===== config.mk =====
export PLATFORM = sky130hd
export DESIGN_NAME = bcec_cell
export DESIGN_NICKNAME = d
export VERILOG_FILES = /design/src/rtl/boolean_cover_error_counter_top_assert.svh /design/src/rtl/bcec_pkg.sv /design/src/rtl/bcec_cell.sv
export SDC_FILE = /design/constraint.sdc
export NUM_CORES = 1
export LEC_CHECK = 0
export BUFFER_PORTS_ARGS = -buffer_cell sky130_fd_sc_hd__buf_2
export CORE_AREA = 2 2 182 184
export CTS_CLUSTER_DIAMETER = 80
export DETAILED_ROUTE_END_ITERATION = 10
export DIE_AREA = 0 0 184 186
export HOLD_SLACK_MARGIN = 0.03
export SYNTH_ARGS = -nofsm -noshare
export SYNTH_HDL_FRONTEND = slang
export SYNTH_SLANG_ARGS = --single-unit
export TNS_END_PERCENT = 10

===== constraint.sdc =====
create_clock -name clk_i -period 1.2 [get_ports clk_i]
set_input_delay 0.24 -clock clk_i [delete_from_list [all_inputs] [get_ports clk_i]]
set_output_delay 0.24 -clock clk_i [all_outputs]
set_load 0.01 [all_outputs]

===== src/rtl/boolean_cover_error_counter_top_assert.svh =====
// Assertion macros for the boolean cover error counter.
// Used by the modules under rtl/ that carry concurrent checks; no dependencies.
`ifndef BOOLEAN_COVER_ERROR_COUNTER_TOP_ASSERT_SVH
`define BOOLEAN_COVER_ERROR_COUNTER_TOP_ASSERT_SVH

// Check that holds at every clock edge outside reset
`define BCEC_ASSERT(lbl, prop, msg) \
  lbl: assert property (@(posedge clk_i) disable iff (!rst_ni) prop) else $error(msg);

// Check on the cycle after a trigger condition
`define BCEC_ASSERT_NEXT(lbl, ante, cons, msg) \
  lbl: assert property (@(posedge clk_i) disable iff (!rst_ni) (ante) |=> (cons)) else $error(msg);

`endif


===== src/rtl/bcec_pkg.sv =====
// Shared types, constants and functions for the boolean cover error counter.
// No dependencies; used by every module under rtl/.
package bcec_pkg;

  // Parameter defaults
  localparam int MAX_COLUMNS_DEF    = 64;
  localparam int MAX_BASIS_ROWS_DEF = 32;

  // Field widths
  localparam int COL_FIELD_W = 64;
  localparam int ROW_FIELD_W = 32;
  localparam int IDX_W       = 5;
  localparam int CNT_FIELD_W = 7;
  localparam int TOT_W       = 32;
  localparam int ACOL_W      = 7;
  localparam int AROW_W      = 6;
  localparam int PADDR_W     = 3;
  localparam int PDATA_W     = 32;

  // Register reset values
  localparam logic [ACOL_W-1:0] ACOL_RESET = 7'd64;
  localparam logic [AROW_W-1:0] AROW_RESET = 6'd32;

  // Input word layout
  localparam int S_TDATA_W   = 168;
  localparam int S_IDX_LSB   = 0;
  localparam int S_BASIS_LSB = 5;
  localparam int S_USAGE_LSB = 69;
  localparam int S_DATA_LSB  = 101;

  // Output word layout
  localparam int M_TDATA_W    = 232;
  localparam int M_COVER_LSB  = 0;
  localparam int M_ROWMIS_LSB = 64;
  localparam int M_TOT_LSB    = 71;

  // Running totals, in output order
  localparam int NUM_TOT      = 5;
  localparam int TOT_MISMATCH = 0;
  localparam int TOT_DATA     = 1;
  localparam int TOT_COVER    = 2;
  localparam int TOT_UNDER    = 3;
  localparam int TOT_OVER     = 4;

  typedef enum logic {
    REG_ACTIVE_COLUMNS    = 1'b0,
    REG_ACTIVE_BASIS_ROWS = 1'b1
  } reg_e;

  typedef enum logic {
    CMD_LOAD = 1'b0,
    CMD_EVAL = 1'b1
  } cmd_e;

  // Control that travels alongside each word in the chain
  typedef struct packed {
    logic valid;
    cmd_e cmd;
    logic last;
  } ctl_t;

  // Population count as a balanced adder tree, six levels
  function automatic logic [6:0] popcount64(logic [63:0] v);
    logic [6:0] acc [64];
    for (int i = 0; i < 64; i++) begin
      acc[i] = 7'(v[i]);
    end
    for (int s = 1; s < 64; s = s * 2) begin
      for (int i = 0; i < 64; i = i + 2 * s) begin
        acc[i] = acc[i] + acc[i + s];
      end
    end
    return acc[0];
  endfunction

endpackage


===== src/rtl/bcec_cell.sv =====
// One cell of the basis chain: holds one basis row and ORs it into the cover.
// Depends on bcec_pkg.
module bcec_cell #(
  parameter int COLS    = bcec_pkg::MAX_COLUMNS_DEF,
  parameter int ROWS    = bcec_pkg::MAX_BASIS_ROWS_DEF,
  parameter int ROW_IDX = 0
) (
  input  logic                         clk_i,
  input  logic                         rst_ni,
  input  logic                         adv_i,
  input  bcec_pkg::ctl_t               ctl_i,
  input  logic [bcec_pkg::IDX_W-1:0]   idx_i,
  input  logic [COLS-1:0]              basis_i,
  input  logic [ROWS-1:0]              usage_i,
  input  logic [COLS-1:0]              data_i,
  input  logic [COLS-1:0]              cover_i,
  output bcec_pkg::ctl_t               ctl_o,
  output logic [bcec_pkg::IDX_W-1:0]   idx_o,
  output logic [COLS-1:0]              basis_o,
  output logic [ROWS-1:0]              usage_o,
  output logic [COLS-1:0]              data_o,
  output logic [COLS-1:0]              cover_o
);

  localparam int IW = bcec_pkg::IDX_W;

  logic [COLS-1:0]   row_q;
  logic              load_hit;
  logic              use_row;
  bcec_pkg::ctl_t    ctl_q;
  logic [IW-1:0]     idx_q;
  logic [COLS-1:0]   basis_q;
  logic [ROWS-1:0]   usage_q;
  logic [COLS-1:0]   data_q;
  logic [COLS-1:0]   cover_q;
  logic [COLS-1:0]   cover_d;

  // A load word writes this row as it passes
  assign load_hit = adv_i && ctl_i.valid && (ctl_i.cmd == bcec_pkg::CMD_LOAD)
                    && (idx_i == IW'(ROW_IDX));
  assign use_row  = (ctl_i.cmd == bcec_pkg::CMD_EVAL) && usage_i[ROW_IDX];
  assign cover_d  = use_row ? (cover_i | row_q) : cover_i;

  // Basis row storage, undefined until loaded
  always_ff @(posedge clk_i) begin
    if (load_hit) begin
      row_q <= basis_i;
    end
  end

  // Control stage toward the next cell
  always_ff @(posedge clk_i or negedge rst_ni) begin
    if (!rst_ni) begin
      ctl_q <= '0;
    end else if (adv_i) begin
      ctl_q <= ctl_i;
    end
  end

  // Payload stage
  always_ff @(posedge clk_i) begin
    if (adv_i) begin
      idx_q   <= idx_i;
      basis_q <= basis_i;
      usage_q <= usage_i;
      data_q  <= data_i;
      cover_q <= cover_d;
    end
  end

  assign ctl_o   = ctl_q;
  assign idx_o   = idx_q;
  assign basis_o = basis_q;
  assign usage_o = usage_q;
  assign data_o  = data_q;
  assign cover_o = cover_q;

endmodule


=== Word level (Yosys, flattened, before mapping) ===
Cells that the tools add are included.
W data, S select, Z words.

* Multiplexer cells: 1
* Bitwise operators: 2
* Reductions and logical operators: 5

{| class="wikitable"
|+ Operator list
! kind !! number
|-
| $mux W64 || 1
|-
| $or A64 B64 Y64 || 1
|-
| $logic_not A5 Y1 || 1
|-
| $logic_and A1 B1 Y1 || 4
|-
| $not A1 Y1 || 1
|}

* Bits of input ports: 235
* Logic and storage cells: 17
* Output and inout port bits: 232
* Flip-flop bits (word level): 296

=== Logic depth before layout (Yosys ltp) ===
* Depth in word-level cells: 3
* Gate-level depth with buffers: 4
* Gate-level depth less buffers: 2

=== Worst setup path before layout ===
OpenSTA, ideal clock, no wires.

* Kind: input to register
* Start point: in idx_i[1] (netlist name)
* End point: reg row_q[0] (enable)
* Setup slack: -3,631 ps
* Stages on the path: 2
* Setup time: 525 ps
* Arrival time: 4,306 ps
* Cells stage by stage: or4_4 -> nor4_2

* Longest elaborated chain between the ends: 2

{| class="wikitable"
|+ RTL lines
! what !! line !! source
|-
| start, declared || bcec_cell.sv:12 || <nowiki>input logic [bcec_pkg::IDX_W-1:0] idx_i,</nowiki>
|-
| $logic_not A5 Y1 || bcec_cell.sv:40 || <nowiki>&& (idx_i == IW'(ROW_IDX));</nowiki>
|-
| $logic_and A1 B1 Y1 || bcec_cell.sv:40 ||
|-
| via load_hit || bcec_cell.sv:28 || <nowiki>logic load_hit;</nowiki>
|-
| end signal, assigned || bcec_cell.sv:47 || <nowiki>row_q <= basis_i;</nowiki>
|-
| end, declared || bcec_cell.sv:27 || <nowiki>logic [COLS-1:0] row_q;</nowiki>
|}

The timed path passes the listed nets, and every way through them passes these cells.
A chain may end at the register's enable or synchronous reset.

=== Worst setup path in the final report ===
* Start point: reg cover_q[60] (netlist: cover_o[60])
* End point: out cover_o[60]

{| class="wikitable"
|+ RTL lines
! what !! line !! source
|-
| start, declared || bcec_cell.sv:35 || <nowiki>logic [COLS-1:0] cover_q;</nowiki>
|-
| start signal, assigned || bcec_cell.sv:67 || <nowiki>cover_q <= cover_d;</nowiki>
|-
| end, declared || bcec_cell.sv:22 || <nowiki>output logic [COLS-1:0] cover_o</nowiki>
|}

No word-level cell between the ends.

==> metrics.txt <==
status finished, violations left; failing checks negative setup slack; Post-DP HPWL 18060 um; R2R depth 1; Final WS setup -294.5 ps; largest net degree at the start of global routing 65; Power Density 1494 nW/um2; register area share after synthesis 0.9386; max-cap violations 0; Die Footprint 34220 um2; Data arrival, critical path 1250 ps; Crit Reg-Reg Startpoint row_q[2]; area leader, netlist edfxtp_1; IO buf count 466; via count 6561; Netlist cell types 11; minimum clock period 1495 ps; fin crit share 1.245; Final Hold Vio Count 0; Buf+Inv Stages, Crit Path 1; non-filler cells in the finished layout 1554; first-pass GRT wire length 40420 um; CTS root buf clkbuf_16; area grow syn2layout 70.70%; reg2reg setup slack 340 ps; share of layout cells above drive strength 1 0.4681; RSZ-0062 raised after global routing yes; CP cell instances buf_2; post-synthesis cell count 375; Top Family by Delay on Critical Path flip-flops; Final Setup Violations 296; CTS tree done; Nets 1356; ANT nets after route 0; RD Place Congestion 0.7271; Crit-path slowest cell edfxtp_1; max frequency 669.1 MHz; WP data required 960 ps; Slew @ Worst Pin 371.2 ps; first-pass iteration count of the detailed router 4; Hold Path Depth 3; Leakage 6.804 nW; clock slew at the register clock pins of the worst setup and hold paths 60 ps; Slew Limit Headroom 0.7525; Worst Skew 18.93 ps; Starting Density 0.2936; FF-to-FF End cover_o[2]; post-synthesis net count 610; yosys warns 0; synthesized area per cell 25.21 um2; Worst Path Max Fanout 1; hold path start ctl_i[1]; Layout Utilization 0.5011; kind of end point of the critical path output port; Rows 66; DP Cell Count 1255; Num CTS Buffers 30; Via density 4.222; GRT overflow 0; total core area 32210 um2; H-tree Lvls 1; wire per inst 18.38 um; Die Y 186 um; worst vdd ir 0.001125 V; Bufs on Longest Clock Path 3; Mapped Area 9454 um2; hold_ws 98.18 ps; drt drc 0; IO Count 467; Hold WC Path Type primary input to register; antenna violations before repair 3; top cell type's share of synthesized area 0.9307; Clock Sinks 296; Area contributors post-synth edfxtp_1 (93%), a21o_1 (5.1%), dfrtp_1 (0.79%), buf_2 (0.37%), mux2_2 (0.24%); number of DRC markers in iteration 0 354; number of synthesized register bits 296; CP Launch Type register; die width 184 um; Pins Over Slew Limit 0; Tot GR Track Use 0.1560; vias in the first global route 7115; Worst-Skew Late Latency 560 ps; Crit Path Class register to output port; hold path endpoint ctl_o[1]; Critical Path Max Stage Delay 500 ps; FILL cells 2660; final WL 28560 um
==> logic make-up (layout without fill, tap and decap cells) <==
family,after synthesis,count (layout),synth area share
buffers and inverters,8,778,0.004102
AO/OA/AOI/OAI,65,65,0.05135
multiplexers,2,2,0.002382
AND/OR/NAND/NOR,4,4,0.003573
other,0,1,0
flip-flops,296,296,0.9386
==> what timing repair did <==
| item | in CTS | in global routing |
|---|---|---|
| cloned | 3 | 2 |
| hold buffers | 233 | 0 |
| gates resized for setup | 14 | 15 |
| pin swaps | 2 | 1 |
| endpoints found under the setup margin | 296 | 299 |
| hold endpoints to repair | 298 | 0 |
| buffers inserted | 1 | 3 |
==> flip-flops by register name, indices dropped and copies added, names as in the netlist <==
| name | cells |
|---|---|
| data_o | 64 |
| usage_o | 32 |
| idx_o | 5 |
| ctl_o | 3 |
| basis_o | 64 |
| cover_o | 64 |
| row_q | 64 |
==> stage by stage <==
stage	cell area [um2]	setup TNS, ps	setup WS, ps	power, mW
finish	16140	-26090	-294.5	24.12
global route	16140	-39670	-320.7	24.98
CTS	15970	-37700	-310.9	24.33
detailed placement	12480	-57060	-746.8	14.17
global placement	12480	-53230	-716.3	14.13
floorplan	9463	-135680	-2120	12.89
==> worst max-delay path by stage <==
stage	from	to	slack, ps	cells after the start
final	cover_o[60]	cover_o[60]	-290	1
after CTS	cover_o[60]	cover_o[60]	-310	1
after global placement	idx_i[1]	row_q[46]	-720	4
after global routing	cover_o[60]	cover_o[60]	-320	1
after floorplan	idx_i[1]	row_q[0]	-2120	2
after detailed placement	idx_i[1]	row_q[29]	-750	4
==> layout by cell type, fill, tap and decap left out, drive strengths merged <==
cell type and n:
nand2 1, or4 1, diode 1, clkinvlp 1
inv 1, edfxtp 293, dfrtp 3, a21o 64
mux2 2, dlygate4sd3 233, clkbuf 45, nor4 1
bufbuf 1, o21ai 1, and2 1, bufinv 4
clkinv 8, buf 485
==> layout make-up <==
| class | count | area, um2 | area share |
|---|---|---|---|
| Timing Repair Buffer | 721 | 5190 | 0.3216 |
| Sequential cell | 296 | 8874 | 0.5499 |
| Antenna cell | 1 | 2.502 | 0.0001551 |
| Multi-Input combinational cell | 71 | 553.0 | 0.03427 |
| Clock inverter | 13 | 163.9 | 0.01016 |
| Inverter | 1 | 3.754 | 0.0002326 |
| Clock buffer | 43 | 840.8 | 0.05210 |
| Tap cell | 408 | 510.5 | 0.03163 |
==> power by group <==
part,total (mW),switching (mW),internal (mW),leakage [nW]
registers,12.2,0.170,12.0,2.84
clock network,9.46,3.76,5.70,0.489
logic,2.44,1.12,1.32,3.47
==> routing by layer <==
metal,vias up,track usage,wire length [um]
met5,-,0,30
met4,4,0.04608,697
met3,56,0.04735,2520
met2,340,0.2981,15300
met1,3144,0.1640,10020
li1,3017,-,-
==> cells in the mapped netlist, drive strengths merged <==
library cell,instances
edfxtp,293
a21o,64
buf,7
dfrtp,3
mux2,2
and2,1
inv,1
nand2,1
nor4,1
o21ai,1
or4,1
(Power assumes the default switching activity.)
