==> src/rtl/boolean_cover_error_counter_top_assert.svh <==
// Assertion macros for the boolean cover error counter.
// Used by the modules under rtl/ that carry concurrent checks; no dependencies.
`ifndef BOOLEAN_COVER_ERROR_COUNTER_TOP_ASSERT_SVH
`define BOOLEAN_COVER_ERROR_COUNTER_TOP_ASSERT_SVH

// Check that holds at every clock edge outside reset
`define BCEC_ASSERT(lbl, prop, msg) \
  lbl: assert property (@(posedge clk_i) disable iff (!rst_ni) prop) else $error(msg);

// Check on the cycle after a trigger condition
`define BCEC_ASSERT_NEXT(lbl, ante, cons, msg) \
  lbl: assert property (@(posedge clk_i) disable iff (!rst_ni) (ante) |=> (cons)) else $error(msg);

`endif

==> src/rtl/bcec_pkg.sv <==
// Shared types, constants and functions for the boolean cover error counter.
// No dependencies; used by every module under rtl/.
package bcec_pkg;

  // Parameter defaults
  localparam int MAX_COLUMNS_DEF    = 64;
  localparam int MAX_BASIS_ROWS_DEF = 32;

  // Field widths
  localparam int COL_FIELD_W = 64;
  localparam int ROW_FIELD_W = 32;
  localparam int IDX_W       = 5;
  localparam int CNT_FIELD_W = 7;
  localparam int TOT_W       = 32;
  localparam int ACOL_W      = 7;
  localparam int AROW_W      = 6;
  localparam int PADDR_W     = 3;
  localparam int PDATA_W     = 32;

  // Register reset values
  localparam logic [ACOL_W-1:0] ACOL_RESET = 7'd64;
  localparam logic [AROW_W-1:0] AROW_RESET = 6'd32;

  // Input word layout
  localparam int S_TDATA_W   = 168;
  localparam int S_IDX_LSB   = 0;
  localparam int S_BASIS_LSB = 5;
  localparam int S_USAGE_LSB = 69;
  localparam int S_DATA_LSB  = 101;

  // Output word layout
  localparam int M_TDATA_W    = 232;
  localparam int M_COVER_LSB  = 0;
  localparam int M_ROWMIS_LSB = 64;
  localparam int M_TOT_LSB    = 71;

  // Running totals, in output order
  localparam int NUM_TOT      = 5;
  localparam int TOT_MISMATCH = 0;
  localparam int TOT_DATA     = 1;
  localparam int TOT_COVER    = 2;
  localparam int TOT_UNDER    = 3;
  localparam int TOT_OVER     = 4;

  typedef enum logic {
    REG_ACTIVE_COLUMNS    = 1'b0,
    REG_ACTIVE_BASIS_ROWS = 1'b1
  } reg_e;

  typedef enum logic {
    CMD_LOAD = 1'b0,
    CMD_EVAL = 1'b1
  } cmd_e;

  // Control that travels alongside each word in the chain
  typedef struct packed {
    logic valid;
    cmd_e cmd;
    logic last;
  } ctl_t;

  // Population count as a balanced adder tree, six levels
  function automatic logic [6:0] popcount64(logic [63:0] v);
    logic [6:0] acc [64];
    for (int i = 0; i < 64; i++) begin
      acc[i] = 7'(v[i]);
    end
    for (int s = 1; s < 64; s = s * 2) begin
      for (int i = 0; i < 64; i = i + 2 * s) begin
        acc[i] = acc[i] + acc[i + s];
      end
    end
    return acc[0];
  endfunction

endpackage

==> src/rtl/bcec_tally.sv <==
// Count stage and saturating accumulators behind the basis chain.
// Depends on bcec_pkg and the assertion macro header.
`include "boolean_cover_error_counter_top_assert.svh"

module bcec_tally #(
  parameter int COLS = bcec_pkg::MAX_COLUMNS_DEF
) (
  input  logic                        clk_i,
  input  logic                        rst_ni,
  input  logic                        adv_i,
  input  bcec_pkg::ctl_t              ctl_i,
  input  logic [COLS-1:0]             cover_i,
  input  logic [COLS-1:0]             data_i,
  input  logic [COLS-1:0]             col_mask_i,
  output logic                        valid_o,
  output logic                        final_o,
  output logic [COLS-1:0]             cover_o,
  output logic [$clog2(COLS+1)-1:0]   row_mis_o,
  output logic [bcec_pkg::TOT_W-1:0]  totals_o [bcec_pkg::NUM_TOT]
);

  localparam int CNT_W = $clog2(COLS + 1);
  localparam int TW    = bcec_pkg::TOT_W;
  localparam int NT    = bcec_pkg::NUM_TOT;

  logic [COLS-1:0]  cover_m;
  logic [COLS-1:0]  cnt_src [NT];
  logic [CNT_W-1:0] cnt_d [NT];

  logic             s1_valid_q;
  logic             s1_last_q;
  logic [COLS-1:0]  s1_cover_q;
  logic [CNT_W-1:0] s1_cnt_q [NT];

  logic [TW-1:0]    sum_q [NT];
  logic [TW-1:0]    sum_sat [NT];
  logic [TW:0]      sum_ext [NT];

  logic             out_valid_q;
  logic             out_final_q;
  logic [COLS-1:0]  out_cover_q;
  logic [CNT_W-1:0] out_mis_q;
  logic [TW-1:0]    out_tot_q [NT];

  // Column masking and per-row counts
  always_comb begin
    cover_m = cover_i & col_mask_i;
    cnt_src[bcec_pkg::TOT_MISMATCH] = cover_m ^ data_i;
    cnt_src[bcec_pkg::TOT_DATA]     = data_i;
    cnt_src[bcec_pkg::TOT_COVER]    = cover_m;
    cnt_src[bcec_pkg::TOT_UNDER]    = data_i & ~cover_m;
    cnt_src[bcec_pkg::TOT_OVER]     = cover_m & ~data_i;
    for (int t = 0; t < NT; t++) begin
      cnt_d[t] = CNT_W'(bcec_pkg::popcount64(64'(cnt_src[t])));
    end
  end

  // Count stage, evaluate words only
  always_ff @(posedge clk_i or negedge rst_ni) begin
    if (!rst_ni) begin
      s1_valid_q <= 1'b0;
    end else if (adv_i) begin
      s1_valid_q <= ctl_i.valid && (ctl_i.cmd == bcec_pkg::CMD_EVAL);
    end
  end

  always_ff @(posedge clk_i) begin
    if (adv_i) begin
      s1_last_q  <= ctl_i.last;
      s1_cover_q <= cover_m;
      s1_cnt_q   <= cnt_d;
    end
  end

  // Saturating add of this row into each total
  always_comb begin
    for (int t = 0; t < NT; t++) begin
      sum_ext[t] = {1'b0, sum_q[t]} + (TW + 1)'(s1_cnt_q[t]);
      sum_sat[t] = sum_ext[t][TW] ? {TW{1'b1}} : sum_ext[t][TW-1:0];
    end
  end

  // Accumulators; cleared after the last row
  always_ff @(posedge clk_i or negedge rst_ni) begin
    if (!rst_ni) begin
      for (int t = 0; t < NT; t++) begin
        sum_q[t] <= '0;
      end
    end else if (adv_i && s1_valid_q) begin
      for (int t = 0; t < NT; t++) begin
        sum_q[t] <= s1_last_q ? '0 : sum_sat[t];
      end
    end
  end

  // Output register
  always_ff @(posedge clk_i or negedge rst_ni) begin
    if (!rst_ni) begin
      out_valid_q <= 1'b0;
    end else if (adv_i) begin
      out_valid_q <= s1_valid_q;
    end
  end

  always_ff @(posedge clk_i) begin
    if (adv_i && s1_valid_q) begin
      out_final_q <= s1_last_q;
      out_cover_q <= s1_cover_q;
      out_mis_q   <= s1_cnt_q[bcec_pkg::TOT_MISMATCH];
      out_tot_q   <= sum_sat;
    end
  end

  assign valid_o   = out_valid_q;
  assign final_o   = out_final_q;
  assign cover_o   = out_cover_q;
  assign row_mis_o = out_mis_q;
  assign totals_o  = out_tot_q;

  // Mismatches split exactly into uncovered ones and overcovered zeros
  `BCEC_ASSERT(a_mis_split, s1_valid_q |-> (s1_cnt_q[bcec_pkg::TOT_MISMATCH] == CNT_W'(s1_cnt_q[bcec_pkg::TOT_UNDER] + s1_cnt_q[bcec_pkg::TOT_OVER])), "row mismatch count differs from uncovered plus overcovered")
  // Totals restart from zero after a last row
  `BCEC_ASSERT_NEXT(a_clear_last, adv_i && s1_valid_q && s1_last_q, (sum_q[bcec_pkg::TOT_MISMATCH] == '0) && (sum_q[bcec_pkg::TOT_DATA] == '0) && (sum_q[bcec_pkg::TOT_COVER] == '0) && (sum_q[bcec_pkg::TOT_UNDER] == '0) && (sum_q[bcec_pkg::TOT_OVER] == '0), "totals not cleared after last row")

endmodule

==> config.mk <==
export PLATFORM = sky130hd
export DESIGN_NAME = bcec_tally
export DESIGN_NICKNAME = d
export VERILOG_FILES = /design/src/rtl/bcec_pkg.sv /design/src/rtl/bcec_tally.sv
export VERILOG_INCLUDE_DIRS = /design/src /design/src/rtl
export SDC_FILE = /design/constraint.sdc
export NUM_CORES = 1
export LEC_CHECK = 0
export ABC_AREA = 1
export BUFFER_PORTS_ARGS = -buffer_cell sky130_fd_sc_hd__buf_2
export CAP_MARGIN = 25
export CORE_MARGIN = 1
export CORE_UTILIZATION = 55
export DETAILED_ROUTE_END_ITERATION = 16
export PLACE_DENSITY_LB_ADDON = 0.12
export SYNTH_ARGS = -nofsm -noshare
export SYNTH_HDL_FRONTEND = slang
export SYNTH_SLANG_ARGS = --single-unit
==> constraint.sdc <==
create_clock -name clk_i -period 4.45 [get_ports clk_i]
set_input_delay 0.89 -clock clk_i [delete_from_list [all_inputs] [get_ports clk_i]]
set_output_delay 0.89 -clock clk_i [all_outputs]
set_load 0.02 [all_outputs]
# Yosys cells after proc, flatten, opt, wreduce, memory -nomap -nowiden
# Index checks and enable logic that the tools add are counted.
[totals] wordCells=360 in_bits=198 regBits=494 output_inout_bits=233
[classes] n_reduce_logical=2 muxes=10 n_addsub=320 bitwise=6
[op_table] cell="$add 1x1->2" n=160
[op_table] cell="$mux 32" n=10
[op_table] cell="$add 2x2->3" n=80
[op_table] cell="$and 64x64->64" n=3
[op_table] cell="$add 32x7->33" n=5
[op_table] cell="$add 3x3->4" n=40
[op_table] cell="$not 64->64" n=2
[op_table] cell="$add 4x4->5" n=20
[op_table] cell="$xor 64x64->64" n=1
[op_table] cell="$add 5x5->6" n=10
[op_table] cell="$add 6x6->7" n=5
[op_table] cell="$logic_and 1x1->1" n=2

# Logic depth before layout (Yosys ltp)
[depth] depth_word=9 depth_mapped=26 depth_no_buf=26

# Least setup slack after synthesis
# Ideal clock, no wire load.
[synth_path] path_type="input to register" from="input cover_i[0]" to="register s1_cnt_q[6] in the netlist's numbering (data pin)" setup_time_ns=0.254 arrival_time_ns=6.585 path_buffers=0 slack_ns=-2.389 path_stages=19 required_time_ns=4.196 path_cell_list="nand2_1 > inv_1 > ha_1 > fa_1 > inv_1 > fa_1 > fa_1 > fa_1 > fa_1 > fa_1 > fa_1 > fa_1 > inv_1 > ha_1 > fa_1 > a21o_1 > a21oi_1 > o21ai_0 > a21o_1"
[synth_rtl] item="from (decl)" line_no="bcec_tally.sv:12" text="input logic [COLS-1:0] cover_i,"
[synth_rtl] item="to (signal assigned)" line_no="bcec_tally.sv:71" text="s1_cnt_q <= cnt_d;"
[synth_rtl] item="to (decl)" line_no="bcec_tally.sv:33" text="logic [CNT_W-1:0] s1_cnt_q [NT];"

==> flow_metrics.py <==
metrics = {
    "synth": {
        "synth-edff-count": 332,
        "yosys.cell_types.count": 39,
        "synth.net_count": 4338,
        "synthesis.area_um2": 34200,
        "synth.yosys.seq_area_share_pct": 41.0,
        "netlist.area_leader.share_pct": 29.1,
        "synthTopCellsByArea": "edfxtp_1 (29%), fa_1 (16%), dfrtp_1 (12%)",
        "synth-seq-cells": 494,
        "ys_async_sr_fraction_pct": 32.8,
        "synth_warnings": 0,
        "postSynthAreaPerCell_um2": 9.41,
        "post_synthesis_cell_count": 3638,
        "postSynth.topFlopCell": "edfxtp_1",
        "netlist.top_cell.by_area": "edfxtp_1",
    },
    "final_layout": {
        "flow.area_growth_from_synthesis_pct": 23.4,
        "fin_nets": 4994,
        "layout_commonest_cell": "nand2_1",
        "final_util_pct": 68.6,
        "stdcell_count": 5183,
        "post_route_cells_drive_above_1_share_pct": 27.7,
        "layout_common_cells": "nand2_1 (964), inv_1 (664), buf_2 (389)",
    },
    "critical_path": {
        "setup.worst_path.start_class": "input port",
        "r2r_cells": 10,
        "r2r-end": "sum_q[133]",
        "kind_of_end_point_of_the_critical_path": "register",
        "critical_path_required_ns": 4.82,
        "critical_setup_path_kind": "input port to register",
        "cp.arrival_ns": 6.54,
        "regToRegSetupSlack_ns": 1.57,
        "crit_path_max_fanout": 3,
        "regToRegStartpoint": "s1_cnt_q[28]",
    },
    "sta": {
        "finalCriticalPeriod_ns": 6.17,
        "layout_worst_path_cycle_share_pct": 139,
        "grt_setup_unrepaired": "true",
        "max_slew.worst_pin.slew_ns": 0.904,
        "maximum_clock_rate_mhz": 162,
        "final-setup-viol-count": 35,
        "report.final.slew_viol_count": 0,
        "worst_case_clock_skew_ns": 0.0219,
        "final_hold_viol_count": 0,
        "slew_headroom_pct": 39.3,
        "finalWorstSetupSlack_ns": -1.72,
        "hold_slack_ns": 0.327,
    },
    "route": {
        "detail_route.drc_violations": 0,
        "detail_route.first_pass.iterations": 5,
        "drt_iter0_drc": 1673,
        "post_drt_via_cell_ratio": 4.97,
        "vias": 25700,
        "avg_wl_per_cell_um": 17.2,
        "antenna_violating_nets_left": 0,
        "wl_um": 89000,
    },
    "global_routing": {
        "grt_pass1_vias": 25700,
        "tot_gr_track_use_pct": 28.4,
        "total_congestion_overflow": 0,
        "antenna_violations_before_repair": 13,
        "grt_start_max_net_pins": 125,
        "global_route_wire_length_before_repair_um": 137000,
    },
    "place": {
        "post-place-cells": 5053,
        "detailed_place_hpwl_um": 68800,
        "pre_cts_slack_ns": -2.47,
        "place.gp.congestion": 0.945,
        "io_buffer_count": 430,
    },
    "clock_tree": {
        "clk_pin_slew_ns": 0.07,
        "post_cts_hold_buffer_count": 0,
        "clk_root_buffer_cell": "clkbuf_16",
        "cts_max_path_buffers": 3,
        "htreeDepth": 2,
        "clock_sink_total": 494,
        "clock_buffer_count_from_cts": 55,
        "worstSkewPairLatency_ns": 0.61,
        "tritoncts_clock_tree": "done",
    },
    "job": {
        "max_cap_violations": 0,
    },
    "floorplanning": {
        "fp-row-count": 91,
        "floorplan.initialDensity_pct": 55.6,
        "die-height_um": 251,
        "core_region_area_um2": 61600,
        "ioPinCount": 431,
        "dieArea_um2": 63200,
        "fp.dieW_um": 251,
    },
    "worst_hold_path": {
        "hold_path_class": "input port to async pin",
    },
    "run_status": {
        "outcome": "complete, but fails checks",
        "violations": "setup timing",
    },
}
==> registers in the layout, indices dropped and copies added, names as in the netlist <==
register and flops:
s1_cover_q 64, s1_last_q 1, row_mis_o 7, final_o 1
sum_q 160, valid_o 1, cover_o 64, s1_valid_q 1
totals_o 160, s1_cnt_q 35
==> area by class of cell <==
class / count / area (um^2)
Fill cell: 4852 / 19400
Multi-Input combinational cell: 2316 / 18200
Sequential cell: 494 / 14000
Timing Repair Buffer: 646 / 4180
Inverter: 781 / 2980
Clock buffer: 63 / 1420
Tap cell: 837 / 1050
Clock inverter: 40 / 398
Antenna cell: 6 / 15.0
==> stage by stage <==
stage	TNS (ns)	cell area [um^2]
finish	-49.20	42200
global route	-53.04	42200
CTS	-48.38	41700
detailed placement	-74.46	39200
global placement	-72.58	39200
floorplan	-55.66	34800
==> worst max-delay path: stages <==
cell and delay (ns):
buf_8 0.10, nand2_8 0.07, ha_4 0.13, inv_2 0.04, fa_1 0.51, fa_2 0.57, inv_2 0.04, fa_1 0.48
inv_1 0.05, fa_1 0.55, fa_1 0.48, fa_1 0.54, fa_1 0.43, fa_1 0.51, inv_2 0.05, ha_4 0.15
fa_2 0.35, a21o_1 0.19, a21oi_2 0.15, nor2_1 0.06, nor2_1 0.09, o21bai_1 0.07
==> routing by layer <==
layer / track usage, % / share of wire, % / up-vias
li1: - / - / 12600
met1: 36.4 / 42 / 12300
met2: 48.5 / 49 / 670
met3: 4.83 / 5.4 / 166
met4: 10.4 / 3.8 / 10
met5: 0 / 0.070 / -
==> how the worst max path moves through the flow <==
stage                         from      endpoint  slack, ns  cells after the start
floorplan              cover_i[25]  s1_cnt_q[13]      -2.05                     21
global placement       cover_i[15]  s1_cnt_q[13]      -2.42                     22
detailed placement     cover_i[15]  s1_cnt_q[13]      -2.47                     22
CTS                 col_mask_i[53]  s1_cnt_q[34]      -1.69                     23
global route           cover_i[61]   s1_cnt_q[6]      -1.86                     21
finish              col_mask_i[17]  s1_cnt_q[13]      -1.72                     22
==> cells by family (layout without fill, tap and decap cells) <==
kind of cell	count (synthesis)	in the layout	synth area share [%]
AO/OA/AOI/OAI	119	119	1.95
flip-flops	494	494	41.0
buffers and inverters	828	1530	9.41
XOR/XNOR	49	49	1.25
other	0	6	0
AND/OR/NAND/NOR	1646	1646	22.2
adder cells (fa/ha/maj)	502	502	24.2
==> synth_stat cells (9+ instances only) <==
library cell  count
nand2_1        1005
and2_1            9
nand2_2          23
a21oi_1          31
o21ai_0          47
nand4_1          45
buf_2            17
edfxtp_1        332
nor2_1          191
nand3b_1         25
nand3_2         109
nand3_1         191
xor2_1           46
nor3_1           18
clkbuf_1         17
fa_1            266
dfrtp_1         162
o21ai_1          18
ha_1            236
inv_1           774
buf_6            11
==> timing repair <==
item | 4_1_cts | 5_1_grt
buffers inserted | 14 | 13
pin swaps | 104 | 95
setup endpoints to repair | 35 | 35
gates resized for setup | 157 | 117
Power is not shown: default switching activity piles up to over one toggle a cycle in this logic, so the estimate is an artifact.
